$ cat config.mk
export PLATFORM = sky130hd
export DESIGN_NAME = lzwd_core
export DESIGN_NICKNAME = d
export VERILOG_FILES = /design/src/hdl/lzwd_pkg.sv /design/src/hdl/lzwd_core.sv
export SDC_FILE = /design/constraint.sdc
export NUM_CORES = 1
export LEC_CHECK = 0
export ABC_CLOCK_PERIOD_IN_PS = 10450
export BUFFER_PORTS_ARGS = -buffer_cell sky130_fd_sc_hd__clkbuf_2
export CAP_MARGIN = 10
export CORE_MARGIN = 4
export CORE_UTILIZATION = 35
export DETAILED_ROUTE_END_ITERATION = 10
export SLEW_MARGIN = 5
export SYNTH_ARGS = -nofsm -noshare
export SYNTH_HDL_FRONTEND = slang
export SYNTH_SLANG_ARGS = --single-unit
export TNS_END_PERCENT = 20
$ cat constraint.sdc
create_clock -name aclk -period 10.45 [get_ports aclk]
set_input_delay 0.5225 -clock aclk [delete_from_list [all_inputs] [get_ports aclk]]
set_output_delay 0.5225 -clock aclk [all_outputs]
set_load 0.01 [all_outputs]
$ cat src/hdl/lzwd_pkg.sv
// Shared types and constants for the LZ window decompressor.
package lzwd_pkg;

    localparam int CNT_W = 27;
    localparam int LEN_W = 9;

    localparam logic [5:0]       MASK_BITS  = 6'd32;
    localparam logic [LEN_W-1:0] SHORT_BIAS = 9'd2;
    localparam logic [LEN_W-1:0] LONG_BIAS  = 9'd18;

    typedef enum logic [1:0] {
        KIND_MASK = 2'd0,
        KIND_LINK = 2'd1,
        KIND_BYTE = 2'd2,
        KIND_DONE = 2'd3
    } kind_t;

    typedef enum logic [1:0] {
        STAT_OK      = 2'd0,
        STAT_FAR     = 2'd1,
        STAT_OVERRUN = 2'd2,
        STAT_KIND    = 2'd3
    } status_t;

    typedef enum logic [2:0] {
        ST_IDLE   = 3'b001,
        ST_DECODE = 3'b010,
        ST_COPY   = 3'b100
    } state_t;

    typedef struct packed {
        logic [63:0]      word;
        logic [3:0]       count;
        logic             last;
        kind_t            need;
        status_t          status;
        logic [CNT_W-1:0] total;
    } result_t;

endpackage

$ cat src/hdl/lzwd_core.sv
// Item decoder and byte-serial copy sequencer.
module lzwd_core #(
    parameter int WINDOW_DEPTH = 4096,
    parameter int LANE_BYTES   = 8,
    localparam int AW  = $clog2(WINDOW_DEPTH),
    localparam int LCW = $clog2(LANE_BYTES + 1)
) (
    input  logic                     aclk,
    input  logic                     aresetn,
    input  logic [lzwd_pkg::CNT_W-1:0] eff_len,
    input  logic                     item_valid,
    output logic                     item_ready,
    input  logic [1:0]               item_op,
    input  logic [31:0]              item_data,
    input  logic                     out_free,
    output logic                     res_valid,
    output lzwd_pkg::result_t        res,
    output logic                     mem_re,
    output logic [AW-1:0]            mem_raddr,
    output logic                     mem_we,
    output logic [AW-1:0]            mem_waddr,
    output logic [7:0]               mem_wdata,
    input  logic [7:0]               mem_rdata
);

    import lzwd_pkg::*;

    function automatic logic [AW-1:0] wrap_inc(input logic [AW-1:0] ptr);
        logic [AW-1:0] nxt;
        nxt = (ptr == AW'(WINDOW_DEPTH - 1)) ? '0 : ptr + AW'(1);
        return nxt;
    endfunction

    state_t                  state_reg, state_next;
    logic [1:0]              op_reg, op_next;
    logic [31:0]             data_reg, data_next;
    logic [CNT_W-1:0]        produced_reg, produced_next;
    logic [31:0]             mask_reg, mask_next;
    logic [5:0]              bits_reg, bits_next;
    logic [15:0]             link_reg, link_next;
    kind_t                   wanted_reg, wanted_next;
    status_t                 err_reg, err_next;
    logic [AW-1:0]           wr_ptr_reg, wr_ptr_next;
    logic [AW-1:0]           rd_ptr_reg, rd_ptr_next;
    logic [LEN_W-1:0]        issue_reg, issue_next;
    logic [LEN_W-1:0]        deliver_reg, deliver_next;
    logic                    dvld_reg, dvld_next;
    logic [8*LANE_BYTES-1:0] lane_reg, lane_next;
    logic [LCW-1:0]          lane_cnt_reg, lane_cnt_next;
    kind_t                   final_need_reg, final_need_next;

    logic             done_now;
    logic [15:0]      link_word;
    logic [LEN_W-1:0] copy_len;
    logic [12:0]      link_dist;
    logic             too_far;
    logic [CNT_W:0]   sum;
    logic             overrun;
    logic [CNT_W-1:0] lit_prod;
    logic             is_literal;
    logic             is_copy;
    logic [31:0]      mask_sh;
    logic [5:0]       bits_dec;
    kind_t            lit_kind;
    kind_t            copy_kind;
    logic [AW:0]      diff;
    logic [AW-1:0]    rd_start;
    logic             completes;
    logic             adv2;
    logic             iss;
    logic [8*LANE_BYTES-1:0] lane_ins;
    logic [LCW-1:0]   lane_cnt_inc;

    // Decode-time arithmetic on the held item.
    always_comb begin
        done_now   = (produced_reg >= eff_len) || (wanted_reg == KIND_DONE);
        link_word  = (op_reg == KIND_LINK) ? data_reg[15:0] : link_reg;
        copy_len   = (op_reg == KIND_LINK) ? LEN_W'(link_word[15:12]) + SHORT_BIAS
                                           : LEN_W'(data_reg[7:0]) + LONG_BIAS;
        link_dist  = {1'b0, link_word[11:0]} + 13'd1;
        too_far    = CNT_W'(link_dist) > produced_reg;
        sum        = (CNT_W+1)'(produced_reg) + (CNT_W+1)'(copy_len);
        overrun    = sum > (CNT_W+1)'(eff_len);
        lit_prod   = produced_reg + CNT_W'(1);
        is_literal = (op_reg == KIND_BYTE) && mask_reg[31];
        is_copy    = ((op_reg == KIND_LINK) && (data_reg[15:12] != 4'd0))
                     || ((op_reg == KIND_BYTE) && !mask_reg[31]);
        mask_sh    = {mask_reg[30:0], 1'b0};
        bits_dec   = (bits_reg != 6'd0) ? bits_reg - 6'd1 : 6'd0;

        if (lit_prod >= eff_len) begin
            lit_kind = KIND_DONE;
        end else if (bits_dec == 6'd0) begin
            lit_kind = KIND_MASK;
        end else begin
            lit_kind = mask_sh[31] ? KIND_BYTE : KIND_LINK;
        end

        if (sum >= (CNT_W+1)'(eff_len)) begin
            copy_kind = KIND_DONE;
        end else if (bits_dec == 6'd0) begin
            copy_kind = KIND_MASK;
        end else begin
            copy_kind = mask_sh[31] ? KIND_BYTE : KIND_LINK;
        end

        // Source of the copy, taken modulo the window depth.
        diff = {1'b0, wr_ptr_reg} - (AW+1)'(link_dist);
        if (diff[AW]) begin
            rd_start = diff[AW-1:0] + AW'(WINDOW_DEPTH);
        end else begin
            rd_start = diff[AW-1:0];
        end
    end

    // Copy pipeline: issue a read; once the registered read data is valid (dvld_reg), write the byte back and pack it.
    always_comb begin
        completes    = (lane_cnt_reg == LCW'(LANE_BYTES - 1)) || (deliver_reg == LEN_W'(1));
        adv2         = dvld_reg && (!completes || out_free);
        iss          = (state_reg == ST_COPY) && (issue_reg != '0) && (!dvld_reg || adv2);
        lane_cnt_inc = lane_cnt_reg + LCW'(1);
        for (int i = 0; i < LANE_BYTES; i++) begin
            lane_ins[8*i +: 8] = (LCW'(i) == lane_cnt_reg) ? mem_rdata : lane_reg[8*i +: 8];
        end
    end

    assign item_ready = (state_reg == ST_IDLE);
    assign mem_re     = iss;
    assign mem_raddr  = rd_ptr_reg;
    assign mem_waddr  = wr_ptr_reg;

    always_comb begin
        state_next      = state_reg;
        op_next         = op_reg;
        data_next       = data_reg;
        produced_next   = produced_reg;
        mask_next       = mask_reg;
        bits_next       = bits_reg;
        link_next       = link_reg;
        wanted_next     = wanted_reg;
        err_next        = err_reg;
        wr_ptr_next     = wr_ptr_reg;
        rd_ptr_next     = rd_ptr_reg;
        issue_next      = issue_reg;
        deliver_next    = deliver_reg;
        dvld_next       = dvld_reg;
        lane_next       = lane_reg;
        lane_cnt_next   = lane_cnt_reg;
        final_need_next = final_need_reg;

        res_valid  = 1'b0;
        res.word   = '0;
        res.count  = '0;
        res.last   = 1'b1;
        res.need   = KIND_DONE;
        res.status = STAT_OK;
        res.total  = produced_reg;
        mem_we     = 1'b0;
        mem_wdata  = mem_rdata;

        case (state_reg)
            ST_IDLE: begin
                if (item_valid) begin
                    op_next    = item_op;
                    data_next  = item_data;
                    state_next = ST_DECODE;
                end
            end

            ST_DECODE: begin
                if (out_free) begin
                    state_next = ST_IDLE;
                    if (err_reg != STAT_OK) begin
                        res_valid  = 1'b1;
                        res.status = err_reg;
                    end else if (done_now) begin
                        res_valid   = 1'b1;
                        wanted_next = KIND_DONE;
                    end else if (op_reg != wanted_reg) begin
                        res_valid   = 1'b1;
                        res.status  = STAT_KIND;
                        err_next    = STAT_KIND;
                        wanted_next = KIND_DONE;
                    end else if (op_reg == KIND_MASK) begin
                        mask_next   = data_reg;
                        bits_next   = MASK_BITS;
                        wanted_next = data_reg[31] ? KIND_BYTE : KIND_LINK;
                        res_valid   = 1'b1;
                        res.need    = data_reg[31] ? KIND_BYTE : KIND_LINK;
                    end else if (is_literal) begin
                        mem_we        = 1'b1;
                        mem_wdata     = data_reg[7:0];
                        wr_ptr_next   = wrap_inc(wr_ptr_reg);
                        produced_next = lit_prod;
                        mask_next     = mask_sh;
                        bits_next     = bits_dec;
                        wanted_next   = lit_kind;
                        res_valid     = 1'b1;
                        res.word      = 64'(data_reg[7:0]);
                        res.count     = 4'd1;
                        res.need      = lit_kind;
                        res.total     = lit_prod;
                    end else begin
                        if (op_reg == KIND_LINK) begin
                            link_next = data_reg[15:0];
                        end
                        if (!is_copy) begin
                            // Long link: the length arrives in the next data byte.
                            wanted_next = KIND_BYTE;
                            res_valid   = 1'b1;
                            res.need    = KIND_BYTE;
                        end else if (too_far) begin
                            res_valid   = 1'b1;
                            res.status  = STAT_FAR;
                            err_next    = STAT_FAR;
                            wanted_next = KIND_DONE;
                        end else if (overrun) begin
                            res_valid   = 1'b1;
                            res.status  = STAT_OVERRUN;
                            err_next    = STAT_OVERRUN;
                            wanted_next = KIND_DONE;
                        end else begin
                            mask_next       = mask_sh;
                            bits_next       = bits_dec;
                            wanted_next     = copy_kind;
                            final_need_next = copy_kind;
                            rd_ptr_next     = rd_start;
                            issue_next      = copy_len;
                            deliver_next    = copy_len;
                            dvld_next       = 1'b0;
                            lane_cnt_next   = '0;
                            lane_next       = '0;
                            state_next      = ST_COPY;
                        end
                    end
                end
            end

            ST_COPY: begin
                if (iss) begin
                    rd_ptr_next = wrap_inc(rd_ptr_reg);
                    issue_next  = issue_reg - LEN_W'(1);
                end
                if (!dvld_reg || adv2) begin
                    dvld_next = iss;
                end
                if (adv2) begin
                    mem_we        = 1'b1;
                    mem_wdata     = mem_rdata;
                    wr_ptr_next   = wrap_inc(wr_ptr_reg);
                    produced_next = lit_prod;
                    deliver_next  = deliver_reg - LEN_W'(1);
                    if (completes) begin
                        res_valid     = 1'b1;
                        res.word      = 64'(lane_ins);
                        res.count     = 4'(lane_cnt_inc);
                        res.last      = (deliver_reg == LEN_W'(1));
                        res.need      = final_need_reg;
                        res.total     = lit_prod;
                        lane_next     = '0;
                        lane_cnt_next = '0;
                        if (deliver_reg == LEN_W'(1)) begin
                            state_next = ST_IDLE;
                        end
                    end else begin
                        lane_next     = lane_ins;
                        lane_cnt_next = lane_cnt_inc;
                    end
                end
            end

            default: begin
                state_next = ST_IDLE;
            end
        endcase
    end

    always_ff @(posedge aclk) begin
        if (!aresetn) begin
            state_reg    <= ST_IDLE;
            produced_reg <= '0;
            mask_reg     <= '0;
            bits_reg     <= '0;
            link_reg     <= '0;
            wanted_reg   <= KIND_MASK;
            err_reg      <= STAT_OK;
            wr_ptr_reg   <= '0;
            issue_reg    <= '0;
            deliver_reg  <= '0;
            dvld_reg     <= 1'b0;
            lane_cnt_reg <= '0;
        end else begin
            state_reg    <= state_next;
            produced_reg <= produced_next;
            mask_reg     <= mask_next;
            bits_reg     <= bits_next;
            link_reg     <= link_next;
            wanted_reg   <= wanted_next;
            err_reg      <= err_next;
            wr_ptr_reg   <= wr_ptr_next;
            issue_reg    <= issue_next;
            deliver_reg  <= deliver_next;
            dvld_reg     <= dvld_next;
            lane_cnt_reg <= lane_cnt_next;
        end
    end

    always_ff @(posedge aclk) begin
        op_reg         <= op_next;
        data_reg       <= data_next;
        rd_ptr_reg     <= rd_ptr_next;
        lane_reg       <= lane_next;
        final_need_reg <= final_need_next;
    end

endmodule
==> metrics.cfg <==
[status]
status=completed

[final_layout]
final_cells=2639
area_delta_synth_final_pct=15.3
largest_register_ffs=64
antenna_cells=0
n_fill_cell=4523
drive_gt1_frac=0.155
multi_input_area_sq_mm=0.00935
final_cell_area_sq_mm=0.0184
ff_latch_area_sq_mm=0.00579
utilization=0.412
nets=2227

[critical_path]
r2r_slack_ps=3490
r2r-end=mem_raddr[1]
rr_startpoint=op_reg[1]
cp.required_ps=9930
cp.arrival_ps=6810
worstSetupPathType=flop to output pin
crit_start=op_reg[1]
critPathMaxFanout=16
crit_path_start_kind=flop
crit_path_end_kind=output pin
ff2ff_path_depth=25

[grt]
grtUsageTotal=0.193
grt-busiest-layer=met2
use_met3=0.0354
grt_pass1_wl_microns=77900
grt_util_met1=0.271
grt_overflow=0
grtUsageMet2=0.306
grt_antenna_before_repair=2
grt_max_degree=75
grt_pass1_vias=13900

[pwr]
power_density_mw_per_mm2=131
vdd_drop_max_mv=0.127
power_leakage_nw=7.64

[drt]
vias=14300
wl_microns=49200
vias_per_cell=5.41
drt_iter0_drc=1252
dr.pass1.iters=6
ant_nets=0
drc_errors=0
wl_per_cell_microns=18.6

[cts]
ctsResizeCount=0
hold_buffers=0
clockBufferDepth=3
cts_setup_buffers=0
clk_latency_ps=590
cts.htree.levels=1
cts_made_buffers=29
cts_tree=built
clk_pin_slew_ps=60
cts_root_buf=clkbuf_16
clock-sinks=233

[yosys]
synth_area_per_cell_sq_um=8.47
synth_commonest_cells=nor2_1 (283), nand2_1 (226), ha_1 (128)
synth_top_area_frac=0.211
ys_types=86
synth_top_area_cell=edfxtp_1
synth_edf_count=112
postSynthCellCount=1883
synth_area_leaders=edfxtp_1 (21%), dfxtp_1 (15%), ha_1 (10%), nor2_1 (6.7%), nand2_1 (5.3%)
seq_area_frac_synth=0.363
synth.most_common_cell=nor2_1
ys_ff_latch=233
synthFlopType=dfxtp_1
netlist_area_sq_mm=0.0160
synth_nets=2086
synth_warnings=0
async_flop_share=0

[floorplanning]
dieArea_sq_mm=0.0491
rows=77
coreArea_sq_mm=0.0446
die_y_microns=221
fp.dieW_microns=221
io_pins=209
start_util=0.358

[hold_path]
hold_path_depth=1
holdPathEnd=data_reg[29]
hp-class=input pin to flop
hold_start=item_data[29]

[placement]
io_buffers=208
postPlaceCellArea_sq_mm=0.0174
gp_congestion=0.891
dp.cells=2585
dp.final_hpwl_microns=36500

[timing]
final.period_utilization=0.701
slew_viol_final=0
rsz0062_at_grt=false
worst_pin_slew_ps=1150
fin_crit_ps=7330
finalSetupViolCount=0
hold_ws_ps=123
hold_viol=0
tns_ps=0
slew_headroom=0.233
clock_skew_ps=25.7
fmax_mhz=136

[job]
maxCapViolCount=0

critical path, cell delays in order, from the launching register on:
cell and delay (ps):
edfxtp_1 510, nand2b_1 480, nand2_1 190, nand2_1 80
ha_1 280, mux2i_1 230, inv_1 80, ha_1 340
a21o_1 210, a21oi_1 240, o21bai_1 90, a21oi_1 230
o21bai_1 130, a21oi_1 360, nor2_1 220, nand4_1 160
xnor2_1 70, ha_1 330, nand4_1 80, nor2_1 130
nand3_1 120, or4_1 600, a211oi_1 410, and2_1 300
o21ai_0 110, clkbuf_2 230
layer usage:
layer	part of all wire	up-vias
met2	0.44	504
met5	0.00053	-
met1	0.46	6775
li1	-	6917
met3	0.072	79
met4	0.031	4
cell usage in the layout, fill, tap and decap left out, drive strengths merged, types with 5 or more instances in the layout:
| cell | instances |
|---|---|
| nor2 | 286 |
| clkbuf | 242 |
| nand2 | 228 |
| ha | 128 |
| dfxtp | 121 |
| edfxtp | 112 |
| inv | 102 |
| a21oi | 100 |
| o21ai | 92 |
| mux2i | 84 |
| xnor2 | 76 |
| nand3 | 60 |
| xor2 | 58 |
| a311oi | 31 |
| nand4 | 28 |
| nor3 | 24 |
| a21o | 17 |
| nand2b | 17 |
| nor4 | 17 |
| a31oi | 16 |
| buf | 15 |
| or3 | 14 |
| a211oi | 14 |
| and3 | 13 |
| o22ai | 12 |
| and2 | 11 |
| o21a | 9 |
| or2 | 8 |
| nor2b | 8 |
| nand3b | 7 |
| clkinv | 7 |
| o211ai | 6 |
| o31ai | 6 |
| o32ai | 6 |
| o21bai | 5 |
| nor3b | 5 |
| o311ai | 5 |
worst max path at each step:
stage | to | cells after the start
floorplan | lane_reg[0] | 29
global placement | mem_raddr[1] | 25
detailed placement | mem_raddr[0] | 25
CTS | res_valid | 25
global route | res_valid | 25
finish | res_valid | 25
where the power goes:
part / total, W / internal [W] / switching, W
Combinational: 0.000314 / 0.000109 / 0.000205
Clock: 0.00107 / 0.000632 / 0.000440
Sequential: 0.00102 / 0.000990 / 0.0000315
Total: 0.00241 / 0.00173 / 0.000676
layout make-up:
cell class              instances  area share
clock buffers                  34      0.0416
clock inverters                20      0.0134
repair buffers                223      0.0627
multi-input cells            1443       0.508
flip-flops and latches        233       0.314
inverters                      94      0.0192
well taps                     592      0.0403
per-stage QoR:
step           power [W]  setup WS, ps
3_5_place_dp     0.00135          3570
4_1_cts          0.00244          3130
3_3_place_gp     0.00134          3740
5_1_grt          0.00252          2550
2_1_floorplan    0.00124          3210
6_report         0.00241          3120
cells by family (layout without fill, tap and decap cells):
logic type	Yosys count	count (layout)	synth area share
AND/OR/NAND/NOR	737	737	0.210
AO/OA/AOI/OAI	356	356	0.144
flip-flops	233	233	0.363
buffers and inverters	207	371	0.0519
XOR/XNOR	135	135	0.0750
adder cells (fa/ha/maj)	130	130	0.103
multiplexers	85	85	0.0534
No activity file was read; power rests on OpenSTA's default activity.
